File: config.mk
export PLATFORM = sky130hd
export DESIGN_NAME = unsorted_max_priority_queue
export DESIGN_NICKNAME = d
export VERILOG_FILES = /design/src/rtl/core/upq_pkg.sv /design/src/rtl/core/upq_ctrl.sv /design/src/rtl/core/upq_datapath.sv /design/src/rtl/core/unsorted_max_priority_queue.sv
export SDC_FILE = /design/constraint.sdc
export NUM_CORES = 2
export LEC_CHECK = 0
export BUFFER_PORTS_ARGS = -buffer_cell sky130_fd_sc_hd__buf_2
export CAP_MARGIN = 20
export CORE_MARGIN = 2
export CORE_UTILIZATION = 61
export CTS_BUF_LIST = sky130_fd_sc_hd__clkbuf_4
export DETAILED_ROUTE_END_ITERATION = 12
export PLACE_DENSITY = 0.84
export SETUP_SLACK_MARGIN = 0.1
export SLEW_MARGIN = 15
export SYNTH_ARGS = -nofsm -noshare
export SYNTH_HDL_FRONTEND = slang
export SYNTH_SLANG_ARGS = --single-unit
File: constraint.sdc
create_clock -name clk -period 8.21 [get_ports clk]
set_clock_uncertainty 0.2 [all_clocks]
set_input_delay 2.0525 -clock clk [delete_from_list [all_inputs] [get_ports clk]]
set_output_delay 2.0525 -clock clk [all_outputs]
set_load 0.02 [all_outputs]
File: src/rtl/core/upq_pkg.sv
// upq_pkg: shared types and constants for the unsorted max priority queue
// used by upq_ctrl, upq_datapath and unsorted_max_priority_queue
// no dependencies
package upq_pkg;

  localparam int CAPACITY  = 64;
  localparam int KEY_WIDTH = 32;
  localparam int ADDR_W    = $clog2(CAPACITY);
  localparam int COUNT_W   = $clog2(CAPACITY + 1);
  localparam int PADDR_W   = 3;

  // register map: word index taken from paddr[2]
  localparam logic REG_SIGNED_KEYS = 1'b0;

  // request codes
  localparam logic REQ_ENQUEUE = 1'b0;
  localparam logic REQ_DEQUEUE = 1'b1;

  typedef enum logic [1:0] {
    STATUS_OK    = 2'd0,
    STATUS_EMPTY = 2'd1,
    STATUS_FULL  = 2'd2
  } status_t;

  typedef struct packed {
    logic        req_type;
    logic [31:0] key_value;
  } in_word_t;

  typedef struct packed {
    logic [31:0] out_value;
    logic [1:0]  status;
    logic [6:0]  entry_count;
  } out_word_t;

  typedef enum logic [2:0] {
    ST_IDLE,
    ST_EXEC,
    ST_SCAN,
    ST_DRAIN,
    ST_FILL,
    ST_RESULT
  } state_t;

  // controller to datapath
  typedef struct packed {
    logic capture;    // latch the accepted word
    logic exec;       // enqueue, or start of dequeue
    logic scan_read;  // read the next held entry
    logic fill;       // remove the maximum, move the last entry into its slot
  } dp_cmd_t;

  // datapath to controller
  typedef struct packed {
    logic is_deq;
    logic empty;
    logic scan_last;
  } dp_stat_t;

  // maps a key onto an unsigned scale that keeps the configured order
  function automatic logic [KEY_WIDTH-1:0] order_key(input logic [KEY_WIDTH-1:0] key,
                                                     input logic sgn);
    logic [KEY_WIDTH-1:0] flip;
    flip = '0;
    flip[KEY_WIDTH-1] = sgn;
    return key ^ flip;
  endfunction

endpackage

File: src/rtl/core/upq_ctrl.sv
// upq_ctrl: sequencer for enqueue and dequeue-max requests
// depends on upq_pkg; drives upq_datapath through dp_cmd_t
module upq_ctrl (
  input  logic             clk,
  input  logic             rst,
  input  logic             in_valid,
  input  logic             out_free,
  input  upq_pkg::dp_stat_t stat,
  output upq_pkg::dp_cmd_t  cmd,
  output logic             in_stall,
  output logic             out_load
);
  import upq_pkg::*;

  state_t state;
  state_t state_next;

  // state register
  always_ff @(posedge clk) begin
    if (rst) begin
      state <= ST_IDLE;
    end else begin
      state <= state_next;
    end
  end

  // next state
  always_comb begin
    state_next = state;
    unique case (state)
      ST_IDLE: begin
        if (in_valid) state_next = ST_EXEC;
      end
      ST_EXEC: begin
        if (stat.is_deq && !stat.empty) state_next = ST_SCAN;
        else state_next = ST_RESULT;
      end
      ST_SCAN: begin
        if (stat.scan_last) state_next = ST_DRAIN;
      end
      ST_DRAIN: begin
        state_next = ST_FILL;
      end
      ST_FILL: begin
        state_next = ST_RESULT;
      end
      ST_RESULT: begin
        if (out_free) state_next = ST_IDLE;
      end
    endcase
  end

  // outputs
  always_comb begin
    cmd      = '0;
    in_stall = 1'b1;
    out_load = 1'b0;
    unique case (state)
      ST_IDLE: begin
        in_stall    = 1'b0;
        cmd.capture = in_valid;
      end
      ST_EXEC: begin
        cmd.exec = 1'b1;
      end
      ST_SCAN: begin
        cmd.scan_read = 1'b1;
      end
      ST_DRAIN: begin
      end
      ST_FILL: begin
        cmd.fill = 1'b1;
      end
      ST_RESULT: begin
        out_load = out_free;
      end
    endcase
  end

  // a scan read is only issued while the store holds entries
  a_scan_nonempty: assert property (@(posedge clk) disable iff (rst)
    cmd.scan_read |-> !stat.empty)
    else $error("scan read on empty store");

  // every last scan read is followed by a fill, with the drain state between them
  a_scan_to_fill: assert property (@(posedge clk) disable iff (rst)
    (cmd.scan_read && stat.scan_last) |=> ##1 cmd.fill)
    else $error("scan did not end in fill");

  // a result is loaded only after the request was executed
  a_load_after_work: assert property (@(posedge clk) disable iff (rst)
    $rose(out_load) |-> ($past(cmd.exec) || $past(cmd.fill) || $past(state) == ST_RESULT))
    else $error("result loaded without work");

endmodule

File: src/rtl/core/upq_datapath.sv
// upq_datapath: key store, held count, max scan and result registers
// depends on upq_pkg; commanded by upq_ctrl
module upq_datapath (
  input  logic               clk,
  input  logic               rst,
  input  upq_pkg::dp_cmd_t   cmd,
  input  upq_pkg::in_word_t  item,
  input  logic               signed_keys,
  output upq_pkg::dp_stat_t  stat,
  output upq_pkg::out_word_t res
);
  import upq_pkg::*;

  logic [KEY_WIDTH-1:0] mem [CAPACITY];

  logic                 item_req;
  logic [KEY_WIDTH-1:0] item_key;
  logic [COUNT_W-1:0]   count;
  logic [ADDR_W-1:0]    rd_addr;
  logic [KEY_WIDTH-1:0] rd_data;
  logic                 rd_valid;
  logic [ADDR_W-1:0]    rd_idx;
  logic [KEY_WIDTH-1:0] best_value;
  logic [ADDR_W-1:0]    best_idx;
  logic [KEY_WIDTH-1:0] res_value;
  status_t              res_status;

  logic                 full;
  logic [COUNT_W-1:0]   count_m1;
  logic                 wr_en;
  logic [ADDR_W-1:0]    wr_addr;
  logic [KEY_WIDTH-1:0] wr_data;
  logic                 take_new;

  assign full     = (count == COUNT_W'(CAPACITY));
  assign count_m1 = count - COUNT_W'(1);

  // status toward the controller
  assign stat.is_deq    = (item_req == REQ_DEQUEUE);
  assign stat.empty     = (count == '0);
  assign stat.scan_last = (rd_addr == count_m1[ADDR_W-1:0]);

  // single write port: append on enqueue, refill the hole on removal
  always_comb begin
    wr_en   = 1'b0;
    wr_addr = count[ADDR_W-1:0];
    wr_data = item_key;
    if (cmd.exec && item_req == REQ_ENQUEUE && !full) begin
      wr_en = 1'b1;
    end else if (cmd.fill) begin
      // rd_data still holds the last held entry, read at the end of the scan
      wr_en   = 1'b1;
      wr_addr = best_idx;
      wr_data = rd_data;
    end
  end

  always_ff @(posedge clk) begin
    if (wr_en) mem[wr_addr] <= wr_data;
  end

  // registered read port
  always_ff @(posedge clk) begin
    if (cmd.scan_read) rd_data <= mem[rd_addr];
  end

  // accepted word
  always_ff @(posedge clk) begin
    if (cmd.capture) begin
      item_req <= item.req_type;
      item_key <= item.key_value[KEY_WIDTH-1:0];
    end
  end

  // held count
  always_ff @(posedge clk) begin
    if (rst) begin
      count <= '0;
    end else if (cmd.exec && item_req == REQ_ENQUEUE && !full) begin
      count <= count + COUNT_W'(1);
    end else if (cmd.fill) begin
      count <= count_m1;
    end
  end

  // scan address and read tracking
  always_ff @(posedge clk) begin
    if (rst) begin
      rd_valid <= 1'b0;
    end else begin
      rd_valid <= cmd.scan_read;
    end
  end

  always_ff @(posedge clk) begin
    if (cmd.exec) begin
      rd_addr <= '0;
    end else if (cmd.scan_read) begin
      rd_addr <= rd_addr + ADDR_W'(1);
      rd_idx  <= rd_addr;
    end
  end

  // running maximum, first strictly greater entry wins
  assign take_new = (rd_idx == '0) ||
                    (order_key(rd_data, signed_keys) > order_key(best_value, signed_keys));

  always_ff @(posedge clk) begin
    if (rd_valid && take_new) begin
      best_value <= rd_data;
      best_idx   <= rd_idx;
    end
  end

  // result registers
  always_ff @(posedge clk) begin
    if (cmd.exec) begin
      res_value <= '0;
      if (item_req == REQ_ENQUEUE) begin
        res_status <= full ? STATUS_FULL : STATUS_OK;
      end else begin
        res_status <= (count == '0) ? STATUS_EMPTY : STATUS_OK;
      end
    end else if (cmd.fill) begin
      res_value  <= best_value;
      res_status <= STATUS_OK;
    end
  end

  assign res.out_value   = 32'(res_value);
  assign res.status      = res_status;
  assign res.entry_count = 7'(count);

  // count stays within capacity
  a_count_range: assert property (@(posedge clk) disable iff (rst)
    count <= COUNT_W'(CAPACITY))
    else $error("held count above capacity");

  // removal lowers the count by one
  a_fill_dec: assert property (@(posedge clk) disable iff (rst)
    cmd.fill |=> count == $past(count_m1))
    else $error("removal did not lower count");

  // accepted enqueue below capacity raises the count by one
  a_enq_inc: assert property (@(posedge clk) disable iff (rst)
    (cmd.exec && item_req == REQ_ENQUEUE && !full) |=> count == $past(count) + COUNT_W'(1))
    else $error("enqueue did not raise count");

endmodule

File: src/rtl/core/unsorted_max_priority_queue.sv
// unsorted_max_priority_queue: top level, config register and output register
// depends on upq_pkg, upq_ctrl, upq_datapath
//
//   port group   dir   carries
//   in_*         in    in_word_t request word (req_type, key_value)
//   out_*        out   out_word_t result word (out_value, status, entry_count)
//   p*           io    APB-style config, signed_keys at byte address 0
//
// enqueue: the accepted word passes the exec and result states into the output register
// dequeue with n held entries: exec, a scan of all n entries, drain, fill and result;
//   the scan reads one entry per cycle through the single read port of the key store
// the next word is accepted once the result is in the output register
// rst (synchronous) empties the queue and clears signed_keys
// out_stall holds the result; a further result waits in the controller
module unsorted_max_priority_queue (
  input  logic                          clk,
  input  logic                          rst,
  input  logic                          in_valid,
  output logic                          in_stall,
  input  upq_pkg::in_word_t             in_word,
  output logic                          out_valid,
  input  logic                          out_stall,
  output upq_pkg::out_word_t            out_word,
  input  logic                          psel,
  input  logic                          penable,
  input  logic                          pwrite,
  input  logic [upq_pkg::PADDR_W-1:0]   paddr,
  input  logic [31:0]                   pwdata,
  output logic [31:0]                   prdata,
  output logic                          pready
);
  import upq_pkg::*;

  dp_cmd_t   cmd;
  dp_stat_t  stat;
  out_word_t res;
  logic      out_load;
  logic      out_free;
  logic      signed_keys;

  // config register
  assign pready = 1'b1;

  always_ff @(posedge clk) begin
    if (rst) begin
      signed_keys <= 1'b0;
    end else if (psel && penable && pwrite && paddr[2] == REG_SIGNED_KEYS) begin
      signed_keys <= pwdata[0];
    end
  end

  assign prdata = (paddr[2] == REG_SIGNED_KEYS) ? {31'b0, signed_keys} : 32'b0;

  // output register
  assign out_free = !out_valid || !out_stall;

  always_ff @(posedge clk) begin
    if (rst) begin
      out_valid <= 1'b0;
    end else if (out_load) begin
      out_valid <= 1'b1;
    end else if (!out_stall) begin
      out_valid <= 1'b0;
    end
  end

  always_ff @(posedge clk) begin
    if (out_load) out_word <= res;
  end

  upq_ctrl u_ctrl (
    .clk      (clk),
    .rst      (rst),
    .in_valid (in_valid),
    .out_free (out_free),
    .stat     (stat),
    .cmd      (cmd),
    .in_stall (in_stall),
    .out_load (out_load)
  );

  upq_datapath u_datapath (
    .clk         (clk),
    .rst         (rst),
    .cmd         (cmd),
    .item        (in_word),
    .signed_keys (signed_keys),
    .stat        (stat),
    .res         (res)
  );

endmodule
==> impl.org <==
** Timing
- For this run, the top clock speed supported by timing is about 200 MHz.
- Measured against its own limit, the worst slew margin works out to 0.121.
- The smallest clock period supported by the final layout is computed as 4960 ps.
- Unrepaired setup endpoints after global routing :: false
- For the pin with the worst max-slew slack, the measured transition is ~1300 ps.
- The final hold violation count is 0.
- The number of max-slew violations in the final report was 0.
- Minimum setup slack in the final design :: approximately 3200 ps
- Crit share post-route :: 0.605
- Final setup vio count :: 0
- Sum of negative setup slack :: 0 ps

** Logic synthesis
- Yosys warns :: 0
- Average size of a mapped cell :: between 20 and 25 um2
- In this run, synthesis produced a sequential element count of approximately 2300.
- Among all flip-flop cells after synthesis, the most frequent one is sky130_fd_sc_hd__edfxtp_1.
- After synthesis, the share of flip-flops with an asynchronous set or reset is 0.
- In this run the cell area of the synthesized design comes to approximately 0.086 mm2.
- Synthesis produced about 4000 cells.
- Count of distinct cell types in the synthesized netlist :: 60
- Number of enable-type register cells in the synthesized netlist :: between 2000 and 2500
- Proportion of synthesized chip area in sequential cells :: 0.779

** Floorplanning
- Area of the core :: about 0.14 mm2
- From left edge to right edge, the die measures roughly 380 um.
- Die area :: between 0.1 and 0.15 mm2
- The initial utilization of the core area, before any placement, comes to 0.616.
- Pin placement for this block handled ~150 I/O pins.
- The floorplan has about 140 rows.
- Vert. Die Dim :: about 380 um

** Placed design
- Prior to clock tree synthesis, the placed netlist has a worst setup slack of ~3500 ps.
- After legalization and detailed placement, the total HPWL measured 124 mm.
- Count of buffers inserted at the top-level ports :: 85
- Routability-driven placement finished with a final weighted congestion of ~0.97.

** Worst setup path
- At the worst endpoint, the arrival time is 5670 ps.
- Reg2reg path depth :: 6
- In this run the worst path has a maximum fanout of 17.
- The startpoint identified for the worst register-to-register timing path is u_ctrl.state[0].
- WS Path Type :: reg2reg
- In this run the register-to-register setup slack is ~3200 ps.
- For the worst setup path, the data required time is 8910 ps.
- Slowest library cell on the worst path :: sky130_fd_sc_hd__nor2_4
- Reg-to-reg endpoint :: u_datapath.mem[54][1]
- Traced cell by cell, the critical path runs through or3b_2 > a311o_1 > o22ai_1 > nand2_1 > nor2_4 > buf_4.
- The largest single stage delay on the critical path is roughly 850 ps.
- Kind of cell adding the most delay to the critical path :: simple AND/OR/NAND/NOR gates
- Element type at the critical path end :: flop
- Critical path launch point type :: flop
- Number of buffer and inverter instances along the worst setup path :: 1

** Route
- Total number of vias :: approximately 47000
- Pre-Repair DR Iteration Count :: 8
- DRC :: 0
- DRT iter0 DRCs :: 7565
- Routed len/inst :: around 34 um
- Detail-routed via count per cell :: 6.92
- Remaining number of nets flagged by the antenna check after routing :: 0
- For this block, the routed nets add up to between 200 and 250 mm of wire.

** Global route
- Across every metal layer, demand over resource in global routing totals 0.323.
- The number of global-route vias before repair is about 48000.
- The first global-routing pass estimated 330 mm of wire.
- The initial antenna violation count is 26.
- Remaining global-route overflow :: 0
- Pin count of the biggest net entering global routing :: 104

** Final layout
- Relative to the synthesized area, the layout overhead comes to 11.7%.
- Measured on the finished design, the core utilization comes to 0.688.
- Filler Cell Count :: 7897
- In the final layout, the share of cells above drive strength 1 is 0.344.
- The library cells used most frequently in the layout, excluding fill and tap cells, are sky130_fd_sc_hd__edfxtp_1, sky130_fd_sc_hd__clkbuf_4, sky130_fd_sc_hd__mux4_2, sky130_fd_sc_hd__nand2_1, sky130_fd_sc_hd__buf_4.
- In the final layout, the multi-input gates occupy 0.0185 mm2.
- Across the whole layout, storage elements account for 0.0671 mm2.
- Final Net Count :: between 4000 and 5000
- Most frequent standard cell in the layout excluding fill and tap cells :: sky130_fd_sc_hd__edfxtp_1

** Clock tree
- Number of buffers between clock root and the deepest sink :: 4
- Once the clock tree was built, the setup fixing pass inserted 0 buffers.
- After clock tree synthesis, the clock-pin slew on the worst setup and hold paths is 80 ps.
- The clock drives between 2000 and 2500 sinks.
- Clock latency on the worst-skew pair, taken at its later pin, is 1350 ps.
- Clk root buf :: sky130_fd_sc_hd__clkbuf_4
- Once the clock tree was built, the resizer swapped 0 gates to a different size.
- TritonCTS built the clock tree.
- Counting the buffers created by CTS gives 550.
- The number of hold buffers added after CTS was 0.
- The clock tree synthesis step divided the H-tree into 6 levels.

** Hold path
- The min-delay analysis places its worst path in the category reg2reg.
- In this run the most critical hold path is launched from u_datapath.res_value[3].
- Cells on Worst Hold Path :: 0
- The worst hold path terminates at out_word[12].

** Power
- The analysis attributes to cell leakage a power of around 30 nW.
- Power per Cell Area :: 307 mW/mm2
- VDD sags by at most approximately 0.23 mV.

** Status
- Outcome :: finished clean

** Run
- Max-cap violations in this run came to 0.
==> registers in the layout (all words and copies together) (netlist names) <==
signal	cells
u_datapath.res_status	2
u_datapath.item_key	32
u_datapath.rd_addr	6
out_valid	1
u_datapath.res_value	32
u_datapath.rd_valid	1
u_datapath.rd_idx	6
u_datapath.rd_data	32
signed_keys	1
u_datapath.best_idx	6
u_datapath.item_req	1
u_datapath.best_value	32
u_datapath.count	7
out_word	41
u_datapath.mem	2048
u_ctrl.state	3
==> through the flow <==
step                hold slack [ps]  power (mW)  instances  cell area [um2]
global placement                207        20.2       5876            89500
detailed placement              217        20.5       5881            89600
floorplan                       200        18.5       4018            86200
finish                          222        29.5       6802            96200
global route                    234        30.4       6792            96200
CTS                             204        29.4       6778            96100
==> logic make-up (layout without fill, tap and decap cells) <==
| group | Yosys count | after routing | share of synthesized area |
|---|---|---|---|
| other | 2 | 55 | 0.0000872 |
| multiplexers | 621 | 621 | 0.149 |
| flip-flops | 2251 | 2251 | 0.779 |
| AO/OA/AOI/OAI | 334 | 334 | 0.0255 |
| buffers and inverters | 270 | 1155 | 0.0160 |
| adder cells (fa/ha/maj) | 36 | 36 | 0.00523 |
| AND/OR/NAND/NOR | 459 | 459 | 0.0240 |
| XOR/XNOR | 15 | 15 | 0.00153 |
==> cell type report <==
cell class                      count  share of cell area
Sequential cell                  2251               0.697
Multi-Input combinational cell   1497               0.192
Clock buffer                      769              0.0600
Tap cell                         1876              0.0244
Timing Repair Buffer              218              0.0163
Clock inverter                    128             0.00798
Inverter                           40             0.00156
Antenna cell                       23            0.000598
==> per-layer routing <==
layer	routed length, um	GRT usage	share of wire	up-vias
met5	148	0.0106	0.00064	-
met4	17400	0.218	0.075	24
met3	33300	0.106	0.14	993
met2	110000	0.498	0.47	4579
met1	71200	0.392	0.31	23446
li1	-	-	-	18038
==> worst max-delay path by stage <==
| stage | startpoint | to | slack (ps) | cells after the start |
|---|---|---|---|---|
| 3_3_place_gp | paddr[2] | prdata[0] | 3550 | 3 |
| 4_1_cts | u_ctrl.state[0] | in_stall | 3390 | 2 |
| 6_report | u_ctrl.state[0] | u_datapath.mem[54][1] | 3250 | 6 |
| 5_1_grt | u_ctrl.state[0] | u_datapath.mem[54][9] | 3330 | 6 |
| 2_1_floorplan | out_stall | u_ctrl.state[0] | 3400 | 3 |
| 3_5_place_dp | paddr[2] | prdata[0] | 3520 | 3 |
==> synthesized netlist by cell type, types with 11 or more instances <==
master                     count  share of area
sky130_fd_sc_hd__edfxtp_1   2200           0.77
sky130_fd_sc_hd__buf_4        67         0.0058
sky130_fd_sc_hd__nand2_1     186         0.0081
sky130_fd_sc_hd__nand3_1      14        0.00081
sky130_fd_sc_hd__or3_1        19         0.0014
sky130_fd_sc_hd__buf_1        25         0.0011
sky130_fd_sc_hd__mux2i_1      86          0.010
sky130_fd_sc_hd__buf_2        51         0.0030
sky130_fd_sc_hd__o22ai_1      70         0.0051
sky130_fd_sc_hd__inv_1        38         0.0017
sky130_fd_sc_hd__dfxtp_1      51          0.012
sky130_fd_sc_hd__mux4_2      527           0.14
sky130_fd_sc_hd__clkbuf_1     80         0.0035
sky130_fd_sc_hd__nor3_1       33         0.0019
sky130_fd_sc_hd__nor2_1      126         0.0055
sky130_fd_sc_hd__a211oi_1     12         0.0010
sky130_fd_sc_hd__ha_1         36         0.0052
sky130_fd_sc_hd__o21ai_0      54         0.0031
sky130_fd_sc_hd__a21oi_1      60         0.0035
sky130_fd_sc_hd__or4_1        11        0.00096
sky130_fd_sc_hd__nor2b_1      13        0.00094
sky130_fd_sc_hd__a22oi_1      65         0.0057
sky130_fd_sc_hd__nand2b_1     14         0.0010
==> power by group <==
| group | total, mW | switching (mW) | internal [mW] |
|---|---|---|---|
| Combinational | 5.83 | 3.98 | 1.85 |
| Clock | 8.94 | 4.35 | 4.59 |
| Sequential | 14.7 | 0.270 | 14.5 |
Power figures use the tool's default switching activity.
